`src/rtl/memory_watchpoint_table_macros.svh`:
```
// Assertion shorthands for the watchpoint table
`ifndef MEMORY_WATCHPOINT_TABLE_MACROS_SVH
`define MEMORY_WATCHPOINT_TABLE_MACROS_SVH

// Hold at every edge outside reset
`define MWT_HOLDS(label, expr, msg) \
    label: assert property (@(posedge clk) disable iff (!rst_n) (expr)) else $error(msg);

// Same-cycle implication
`define MWT_IMPLIES(label, cond, conseq, msg) \
    label: assert property (@(posedge clk) disable iff (!rst_n) (cond) |-> (conseq)) \
        else $error(msg);

// Next-cycle implication
`define MWT_NEXT(label, cond, conseq, msg) \
    label: assert property (@(posedge clk) disable iff (!rst_n) (cond) |=> (conseq)) \
        else $error(msg);

`endif

```
`src/rtl/mwt_pkg.sv`:
```
package mwt_pkg;

    localparam int ADDR_W  = 32;
    localparam int COUNT_W = 5;

    typedef enum logic [2:0] {
        KIND_ADD    = 3'd0,
        KIND_REMOVE = 3'd1,
        KIND_CLEAR  = 3'd2,
        KIND_ACCESS = 3'd3,
        KIND_PAGE   = 3'd4
    } kind_t;

    typedef enum logic [1:0] {
        ST_DONE = 2'd0,
        ST_DUP  = 2'd1,
        ST_FULL = 2'd2,
        ST_MISS = 2'd3
    } status_t;

    typedef struct packed {
        logic ranged;
        logic brk;
        logic log;
        logic wr;
        logic rd;
    } flags_t;

    typedef struct packed {
        logic [ADDR_W-1:0] start;
        logic [ADDR_W-1:0] end_addr;
        flags_t            flags;
    } entry_t;

    typedef struct packed {
        logic [ADDR_W-1:0] addr;
        logic [ADDR_W:0]   hi;
        logic [ADDR_W-1:0] pend;
        logic [ADDR_W-1:0] suffix;
        logic              is_write;
    } query_t;

    typedef struct packed {
        logic covered;
        logic key;
        logic access;
        logic dir_log;
        logic dir_brk;
        logic page;
    } hit_t;

    typedef struct packed {
        logic load;
        logic shift;
    } cell_ctl_t;

endpackage

```
`src/rtl/mwt_cell.sv`:
```
module mwt_cell (
    input  logic               clk,
    input  mwt_pkg::cell_ctl_t ctl,
    input  mwt_pkg::entry_t    new_entry,
    input  mwt_pkg::entry_t    next_entry,
    input  mwt_pkg::query_t    query,
    output mwt_pkg::entry_t    entry,
    output mwt_pkg::hit_t      hits
);
    import mwt_pkg::*;

    entry_t            entry_reg;
    logic [ADDR_W-1:0] s_pg;
    logic [ADDR_W-1:0] e_pg;
    logic              dir;

    // payload: no reset
    always_ff @(posedge clk)
    begin
        if (ctl.load)
        begin
            entry_reg <= new_entry;
        end
        else if (ctl.shift)
        begin
            entry_reg <= next_entry;
        end
    end

    always_comb
    begin
        s_pg = entry_reg.start | query.suffix;
        e_pg = entry_reg.end_addr | query.suffix;
        dir  = query.is_write ? entry_reg.flags.wr : entry_reg.flags.rd;
        hits.covered = (entry_reg.end_addr >= query.addr)
                       && (query.addr >= entry_reg.start);
        hits.key     = (entry_reg.start == query.addr);
        hits.access  = ({1'b0, entry_reg.end_addr} >= {1'b0, query.addr})
                       && (query.hi >= {1'b0, entry_reg.start});
        hits.dir_log = dir && entry_reg.flags.log;
        hits.dir_brk = dir && entry_reg.flags.brk;
        hits.page    = (s_pg == query.pend) || (e_pg == query.pend)
                       || ((s_pg < query.pend) && (e_pg > query.pend));
    end

    assign entry = entry_reg;

endmodule

```
`config.mk`:
```
export PLATFORM = sky130hd
export DESIGN_NAME = mwt_cell
export DESIGN_NICKNAME = d
export VERILOG_FILES = /design/src/rtl/memory_watchpoint_table_macros.svh /design/src/rtl/mwt_pkg.sv /design/src/rtl/mwt_cell.sv
export SDC_FILE = /design/constraint.sdc
export NUM_CORES = 1
export LEC_CHECK = 0
export BUFFER_PORTS_ARGS = -buffer_cell sky130_fd_sc_hd__buf_2
export CAP_MARGIN = 10
export CORE_AREA = 2 2 136 138
export DETAILED_ROUTE_END_ITERATION = 7
export DIE_AREA = 0 0 138 140
export GPL_ROUTABILITY_DRIVEN = 0
export HOLD_SLACK_MARGIN = 0.06
export PLACE_DENSITY = 0.7
export RECOVER_POWER = 50
export SLEW_MARGIN = 20
export SYNTH_ARGS = -nofsm -noshare
export SYNTH_HDL_FRONTEND = slang
export SYNTH_SLANG_ARGS = --single-unit
export TNS_END_PERCENT = 100
```
`constraint.sdc`:
```
create_clock -name clk -period 5.11 [get_ports clk]
set_input_delay 1.022 -clock clk [delete_from_list [all_inputs] [get_ports clk]]
set_output_delay 1.022 -clock clk [all_outputs]
set_load 0.05 [all_outputs]
```
==> flow_summary.yaml, run 1 <==
outcome:
  outcome: "complete, but fails checks"
  violations: "max-capacitance violations, max-slew violations"
pwr:
  p_per_area_nw_per_um2: 255
  leakagePower_uw: 0.00461
  ir_worst_vdd_mv: 0.189
global_route:
  grtUsageMet3_pct: 6.32
  grt.busiest_layer: "met2"
  grt_max_degree: 70
  grtUsageMet1_pct: 26.1
  grt.total_usage_pct: 23.5
  grt_overflow: 0
  gr-usage-met2_pct: 43.6
  grt_pass1_wl_mm: 35.5
  antenna_found_initial: 3
  first_global_vias: 6941
floorplanning:
  die_w_um: 138
  dieHeight_um: 140
  start_util_pct: 39.6
  num_rows: 49
  placeableCoreArea_um2: 17800
  ioPinCount: 346
  die_area_um2: 19300
sta:
  setup_viol: 0
  grt_setup_unrepaired: "false"
  fmaxAchievable_ghz: 0.231
  maxSlewHeadroom_pct: -14.6
  period_share_pct: 84.6
  hold_viol: 0
  period_needed_ps: 4330
  slew_viol_final: 29
  finalSetupTns_ps: 0
  worstMarginPinSlew_ps: 1720
clocking:
  cts_resized: 0
  postCtsSetupRepairBufs: 0
  numCtsBuffers: 9
  cts-root-buf: "clkbuf_16"
  cts_tree: "done"
  cts_max_path_buffers: 2
  cts_sinks: 69
  hold_buffers: 0
  htreeDepth: 3
  clk_pin_slew_worst_paths_ps: 60
placement:
  dp_hpwl_mm: 20.2
  port_buffers: 345
final_layout:
  n_fill_cell: 1697
  syn_to_final_growth_pct: 31.6
  utilization_pct: 52.1
  drive_above_1_share_pct: 39.1
  largest_reg_flops: 69
  nets: 1506
min_path:
  holdPathEnd: "entry[46]"
  hold_class: "input port to flop"
  min_from: "new_entry[46]"
  worstHoldPathCells: 2
yosys:
  synth-async-reset-ratio_pct: 0
  ys_seq_area_share_pct: 29.4
  ys_warn_count: 0
  synth.distinct_cells: 39
  ys.flop_type: "edfxtp_1"
  ys_top_cells_by_area: "edfxtp_1 29%, ha_1 28%, mux2_2 11%, or2_2 5.7%, inv_1 5.3%"
  synth-seq-cells: 69
  syn_inst: 724
  synthesis.area_um2: 7040
  synth_top_area_share_pct: 29.4
  avgSynthCellArea_um2: 9.73
  synth_top_area_cell: "edfxtp_1"
  syn_nets: 1155
  synth_edf_count: 69
worst_setup_path:
  worstSetupPathType: "input port to output port"
  crit_path_end_kind: "output port"
  cp_num_buf_inv: 2
  cp_top_family: "compound AO/OA/AOI/OAI gates"
  arrival_ps: 3300
  crit_top_cell: "buf_2"
  cp_max_fo: 2
  max_stage_delay_ps: 370
  required_ps: 4090
  crit_start: "query[6]"
  start_kind: "input port"
  crit_chain: "buf_2, or2_2, ha_1, a21oi_1, o21ai_1, a221o_1, o311a_1, a211oi_1, nand2b_1, buf_2"
  cp_slowest_cell: "a221o_1"
routing:
  wire_per_inst_um: 17.6
  vias: 6715
  detail-route-antenna-nets: 0
  drt-initial-drc-count: 188
  avgViaCountPerCell: 5.13
  first_pass_iters: 4
  drc_errors: 0
  wirelength_mm: 23.1
flow_run:
  maxCapViolCount: 1
[cell families after synthesis]
| group | after synthesis | synth area share [%] |
|---|---|---|
| compound gates | 124 | 10.4 |
| fa+ha+maj | 160 | 28.4 |
| buf+inv | 107 | 5.70 |
| flops | 69 | 29.4 |
| mux | 70 | 11.2 |
| simple gates | 194 | 14.8 |
[through the flow]
stage	instances	power [uW]	setup WS (ps)	cell area [um^2]	hold WS, ps
2_1_floorplan	724	1390	1030	7040	1240
3_3_place_gp	1293	1710	784	9050	1320
3_5_place_dp	1293	1730	789	9050	1330
4_1_cts	1308	2400	776	9360	962
5_1_grt	1310	2510	650	9270	966
6_report	1310	2370	785	9270	972
[worst max path at each step]
stage / endpoint / slack, ps / cells past startpoint
after floorplan: hits[3] / 1030 / 7
after global placement: hits[0] / 780 / 10
after detailed placement: hits[0] / 790 / 10
after CTS: hits[0] / 780 / 10
after global routing: hits[5] / 650 / 8
final: hits[0] / 780 / 10
[placed cells by master (no fill, tap or decap), drive strengths merged, types with 15 or more instances in the layout]
cell type	Yosys	layout
edfxtp	69	69
nand3	15	15
nor2	23	23
clkbuf	7	81
or2	64	64
ha	160	160
inv	99	99
nand4	32	32
nand2	38	38
buf	1	277
mux2	69	69
a21oi	63	63
o21ai	25	25
[where the power goes]
| group | total (uW) | switching (uW) | internal (uW) | leakage [uW] |
|---|---|---|---|---|
| Combinational | 935 | 594 | 341 | 0.00376 |
| Sequential | 762 | 61.5 | 701 | 0.000703 |
| Clock | 671 | 248 | 422 | 0.000146 |
[final cells by class]
type | instances | area (um^2) | share of cell area (%)
multi-input combinational | 548 | 4570 | 49.3
sequential | 69 | 2070 | 22.4
timing repair buffer | 348 | 1660 | 17.9
inverter | 99 | 372 | 4.01
tap | 229 | 287 | 3.09
clock buffer | 10 | 229 | 2.47
clock inverter | 5 | 76.3 | 0.823
antenna | 2 | 5.00 | 0.0540
[synth_stat cells, types with 2 or more instances]
cell type,instances
ha_1,160
inv_1,99
edfxtp_1,69
mux2_2,69
or2_2,64
a21oi_1,62
nand2_1,38
nand4_1,32
o21ai_0,24
nor2_1,23
nand3_1,15
a211oi_1,9
a21o_1,7
clkbuf_1,7
nor2b_1,6
a221oi_1,5
nor3_1,5
nor4_1,4
a2111oi_0,3
a221o_1,2
nand2b_1,2
o211ai_1,2
[routing by layer]
layer / share of wire (%) / vias up
met3: 7.1 / 38
met1: 39 / 3055
met4: 2.3 / 2
met2: 51 / 262
met5: 0.056 / -
li1: - / 3358
Power figures use the tool's default switching activity.
==> run 2: changes to the inputs <==
Settings changed: ABC_AREA set to 1, CORE_AREA 2 2 136 138 to 2 2 134 136, DIE_AREA 0 0 138 140 to 0 0 136 138, PLACE_DENSITY 0.7 to 0.78.
Clock period 5.11 ns to 3.56 ns, I/O delays scaled along.
==> run 2 against run 1 <==
Routed wire length is essentially flat. Die area shrank 2.9%. Via count grew 14%. The run still ends with max-capacitance violations, max-slew violations left. Total power grew 41%.
==> flow_summary.yaml, run 2 <==
yosys:
  synth-async-reset-ratio_pct: 0
  ys_seq_area_share_pct: 27.6
  ys_warn_count: 0
  synthesis.area_um2: 7500
  ys_top_cells_by_area: "edfxtp_1 28%, ha_1 27%, nand2_1 19%, inv_1 7.1%, or2_2 5.3%"
  synth.distinct_cells: 32
  avgSynthCellArea_um2: 7.39
  synth_top_area_cell: "edfxtp_1"
  synth_edf_count: 69
  ys.flop_type: "edfxtp_1"
  synth-seq-cells: 69
  synth_top_area_share_pct: 27.6
  syn_inst: 1015
  yosysMostFrequentCell: "nand2_1"
  synth_commonest_cells: "371 x nand2_1, 160 x ha_1, 142 x inv_1, 70 x a21oi_1, 69 x edfxtp_1"
  syn_nets: 1446
pwr:
  p_per_area_nw_per_um2: 344
  leakagePower_uw: 0.00556
  ir_worst_vdd_mv: 0.206
  p_total_uw: 3340
sta:
  worstMarginPinSlew_ps: 1870
  grt_setup_unrepaired: "false"
  period_needed_ps: 3440
  slew_viol_final: 60
  hold_ws_ps: 631
  finalSetupTns_ps: 0
  fmaxAchievable_ghz: 0.291
  maxSlewHeadroom_pct: -24.8
  period_share_pct: 96.5
  setup_viol: 0
  hold_viol: 0
worst_setup_path:
  crit_path_end_kind: "output port"
  worstSetupPathType: "input port to output port"
  required_ps: 2850
  start_kind: "input port"
  arrival_ps: 2730
  cp_max_fo: 2
floorplanning:
  dieHeight_um: 138
  die_area_um2: 18800
  placeableCoreArea_um2: 17500
  start_util_pct: 42.8
  num_rows: 49
  ioPinCount: 346
  die_w_um: 136
final_layout:
  largest_reg_flops: 69
  utilization_pct: 55.4
  mostFrequentLayoutCells: "371 x nand2_1, 282 x buf_2, 160 x ha_1"
  n_fill_cell: 1663
  layout_commonest_cell: "nand2_1"
  syn_to_final_growth_pct: 29.6
  drive_above_1_share_pct: 28.3
  nets: 1793
  final_area_um2: 9720
global_route:
  grt_max_degree: 60
  first_global_vias: 7532
  grt_overflow: 0
  grt_pass1_wl_mm: 36.2
  antenna_found_initial: 4
  grt.total_usage_pct: 24.5
clocking:
  cts-root-buf: "clkbuf_16"
  htreeDepth: 3
  numCtsBuffers: 9
  hold_buffers: 0
  cts_tree: "done"
  cts_sinks: 69
  cts_max_path_buffers: 2
  postCtsSetupRepairBufs: 0
  clk_pin_slew_worst_paths_ps: 60
outcome:
  outcome: "complete, but fails checks"
  violations: "max-capacitance violations, max-slew violations"
min_path:
  worstHoldPathCells: 3
  holdPathEnd: "entry[46]"
  hold_class: "input port to flop"
  min_from: "next_entry[46]"
routing:
  drc_errors: 0
  first_pass_iters: 6
  drt-initial-drc-count: 335
  wirelength_mm: 23.1
  vias: 7627
  detail-route-antenna-nets: 0
  avgViaCountPerCell: 4.77
  wire_per_inst_um: 14.5
placement:
  dpl_cell_area_um2: 9510
  port_buffers: 345
  dp_hpwl_mm: 20.2
flow_run:
  maxCapViolCount: 1
-- run 2: cell count changes after synthesis, moves of 9 or more --
| cell | change |
|---|---|
| nor2_1 | +24 |
| o21ai_0 | -10 |
| a211oi_1 | -9 |
| nand4_1 | -22 |
| inv_1 | +43 |
| nand2_1 | +333 |
| mux2_2 | -69 |
-- run 2: logic make-up after synthesis --
family	count (synthesis)	synth area share [%]
buffers and inverters	161	8.14
adder cells (fa/ha/maj)	160	26.7
flip-flops	69	27.6
multiplexers	1	0.133
AND/OR/NAND/NOR	523	30.2
AO/OA/AOI/OAI	101	7.18
-- run 2: worst max path at each step --
stage          endpoint  depth (start not counted)  startpoint  slack (ps)
3_5_place_dp    hits[0]                         12   query[32]          40
4_1_cts         hits[0]                         12   query[32]         100
5_1_grt         hits[0]                         12   query[32]          10
6_report        hits[0]                         12   query[32]         120
2_1_floorplan   hits[0]                         10   query[32]         640
3_3_place_gp    hits[0]                         12   query[32]          70
-- run 2: per-layer routing --
metal  routed length, um  GRT usage [%]  part of all wire [%]
met1                9530           28.5                    41
met4                 705           9.59                   3.0
met5                  11              0                 0.048
met3                1570           4.84                   6.8
met2               11300           43.8                    49
-- run 2: layout make-up --
| class | instances | area [um^2] | area share (%) |
|---|---|---|---|
| tap | 229 | 287 | 2.95 |
| sequential | 69 | 2070 | 21.3 |
| timing repair buffer | 351 | 1710 | 17.6 |
| clock buffer | 9 | 225 | 2.32 |
| antenna | 2 | 5.00 | 0.0515 |
| inverter | 146 | 548 | 5.64 |
| multi-input combinational | 785 | 4830 | 49.7 |
| clock inverter | 7 | 42.5 | 0.438 |
-- run 2: power by group --
group	internal (uW)	switching, uW
Sequential	1000	89.2
Combinational	487	928
Clock	466	364
Total	1960	1380
-- run 2: per-stage QoR --
stage / instances / setup WS, ps
finish: 1598 / 123
floorplan: 1015 / 643
global placement: 1580 / 71.2
CTS: 1596 / 97.1
global route: 1598 / 9.74
detailed placement: 1580 / 36.7
-- run 2: repair_timing --
action,4_1_cts,5_1_grt
resized for setup,1,2
setup endpoints to repair,1,1
pin swaps,0,1
-- run 2: critical path: stages --
cell and delay, ps:
buf_2 110, or2_2 300, ha_1 300, nand2_1 100, nor2_2 160, nand2_1 140
nor4_4 370, nand2_1 90, nand2_1 70, nand2_1 50, nand2_1 80, clkbuf_4 230
==> run 3: changes to the inputs <==
Settings changed: CORE_AREA 2 2 134 136 to not set, CORE_ASPECT_RATIO set to 2, CORE_MARGIN set to 1, CORE_UTILIZATION set to 35, DIE_AREA 0 0 136 138 to not set, PLACE_DENSITY 0.78 to 0.65.
==> run 3 against run 2 <==
The flow still finishes with violations (max-capacitance violations, max-slew violations). Clock-buffer cell count unchanged. Combinational power about the same. Die area up 17%. Core utilization down 8.4 points. Flip-flop and latch count unchanged. Critical endpoint unchanged. Highest routed layer is now met4.
==> flow_summary.yaml, run 3 (same netlist as run 2, synthesis figures left out) <==
worst_setup_path:
  crit_end: "hits[0]"
  cp_slowest_cell: "nor3_1"
  start_kind: "input port"
  cp_max_fo: 2
  crit_path_end_kind: "output port"
  crit_top_cell: "nand2_1"
  arrival_ps: 2600
  worstSetupPathType: "input port to output port"
  crit_chain: "buf_2, or2_2, ha_1, a21oi_1, nor2_1, nor3_1, nand2_1, a21oi_1, nand2_1, nand2_1, nand2_1, buf_2"
  required_ps: 2850
  max_stage_delay_ps: 320
  crit_start: "query[30]"
sta:
  period_share_pct: 93.2
  maxSlewHeadroom_pct: -75.0
  slew_viol_final: 89
  worstMarginPinSlew_ps: 2630
  setup_viol: 0
  finalSetupTns_ps: 0
  period_needed_ps: 3320
  hold_viol: 0
  grt_setup_unrepaired: "false"
  fmaxAchievable_ghz: 0.301
final_layout:
  nets: 1792
  mostFrequentLayoutCells: "371 x nand2_1, 339 x buf_2, 160 x ha_1"
  final_cells: 1642
  syn_to_final_growth_pct: 31.7
  drive_above_1_share_pct: 32.2
  utilization_pct: 47.0
  layout_commonest_cell: "nand2_1"
  largest_reg_flops: 69
placement:
  port_buffers: 345
  dp_hpwl_mm: 22.1
  dp.cells: 1619
clocking:
  htreeDepth: 3
  cts_tree: "done"
  postCtsSetupRepairBufs: 0
  clk_pin_slew_worst_paths_ps: 60
  cts_resized: 0
  numCtsBuffers: 9
  cts_max_path_buffers: 2
  cts_sinks: 69
  hold_buffers: 0
  cts-root-buf: "clkbuf_16"
pwr:
  p_per_area_nw_per_um2: 356
  p_total_uw: 3520
  ir_worst_vdd_mv: 0.206
  leakagePower_uw: 0.00572
outcome:
  outcome: "complete, but fails checks"
  violations: "max-capacitance violations, max-slew violations"
floorplanning:
  ioPinCount: 346
  start_util_pct: 35.7
  dieHeight_um: 209
  die_w_um: 106
  placeableCoreArea_um2: 21000
  die_area_um2: 22000
  num_rows: 75
routing:
  vias: 7669
  detail-route-antenna-nets: 0
  drt-met1-wl_mm: 8.65
  wirelength_mm: 25.0
  drt-initial-drc-count: 236
  first_pass_iters: 4
  routed.top_layer: "met4"
  drc_errors: 0
  wl_met2_mm: 14.3
  wire_per_inst_um: 15.3
  route.met3.wl_um: 988
  avgViaCountPerCell: 4.67
global_route:
  grt_pass1_wl_mm: 38.5
  first_global_vias: 7977
  antenna_found_initial: 7
  grt_max_degree: 56
  grt_overflow: 0
  grt.total_usage_pct: 23.0
flow_run:
  maxCapViolCount: 2
min_path:
  hold_class: "input port to flop"
-- run 3: cell types whose count changed in the layout (fill, tap and decap cells not counted), sizes merged --
cell,previous run,this run
bufinv,0,2
clkinv,6,5
clkbuf,72,15
buf,288,344
clkinvlp,2,1
diode,2,7
-- run 3: worst min-delay path by stage --
stage	start	endpoint	slack [ps]	depth (start not counted)
2_1_floorplan	next_entry[0]	entry[0]	890	2
3_3_place_gp	next_entry[34]	entry[34]	970	3
3_5_place_dp	next_entry[34]	entry[34]	980	3
4_1_cts	next_entry[34]	entry[34]	620	3
5_1_grt	next_entry[8]	entry[8]	630	3
6_report	next_entry[24]	entry[24]	640	3
-- run 3: area by class of cell --
cell class                      instances  area (um^2)
Inverter                              146          548
Tap cell                              269          337
Multi-Input combinational cell        785         4820
Sequential cell                        69         2070
Clock buffer                            9          225
Clock inverter                          7         90.1
Fill cell                            2224        11100
Timing Repair Buffer                  350         1770
Antenna cell                            7         17.5
-- run 3: where the power goes --
part | switching [uW] | internal (uW) | total, uW
Sequential | 89.6 | 1010 | 1100
Clock | 379 | 610 | 989
Combinational | 931 | 503 | 1430
Total | 1400 | 2120 | 3520
-- run 3: routing by layer --
metal	track usage (%)	vias up
met5	0	-
met4	12.3	0
met3	3.09	51
met2	46.5	226
met1	21.5	3420
li1	-	3972
-- run 3: critical path: cells and delay by family --
kind                     cells  cell delay, ps
buffers and inverters        2             320
AO/OA/AOI/OAI                2             310
AND/OR/NAND/NOR              7             970
adder cells (fa/ha/maj)      1             290
-- run 3: metrics by stage --
stage | worst slack [ps] | instance area, um^2 | hold WS, ps
final | 243 | 9870 | 636
after global routing | 35.1 | 9870 | 632
after CTS | 191 | 9870 | 620
after detailed placement | 213 | 9550 | 977
after global placement | 218 | 9550 | 974
after floorplan | 643 | 7500 | 891
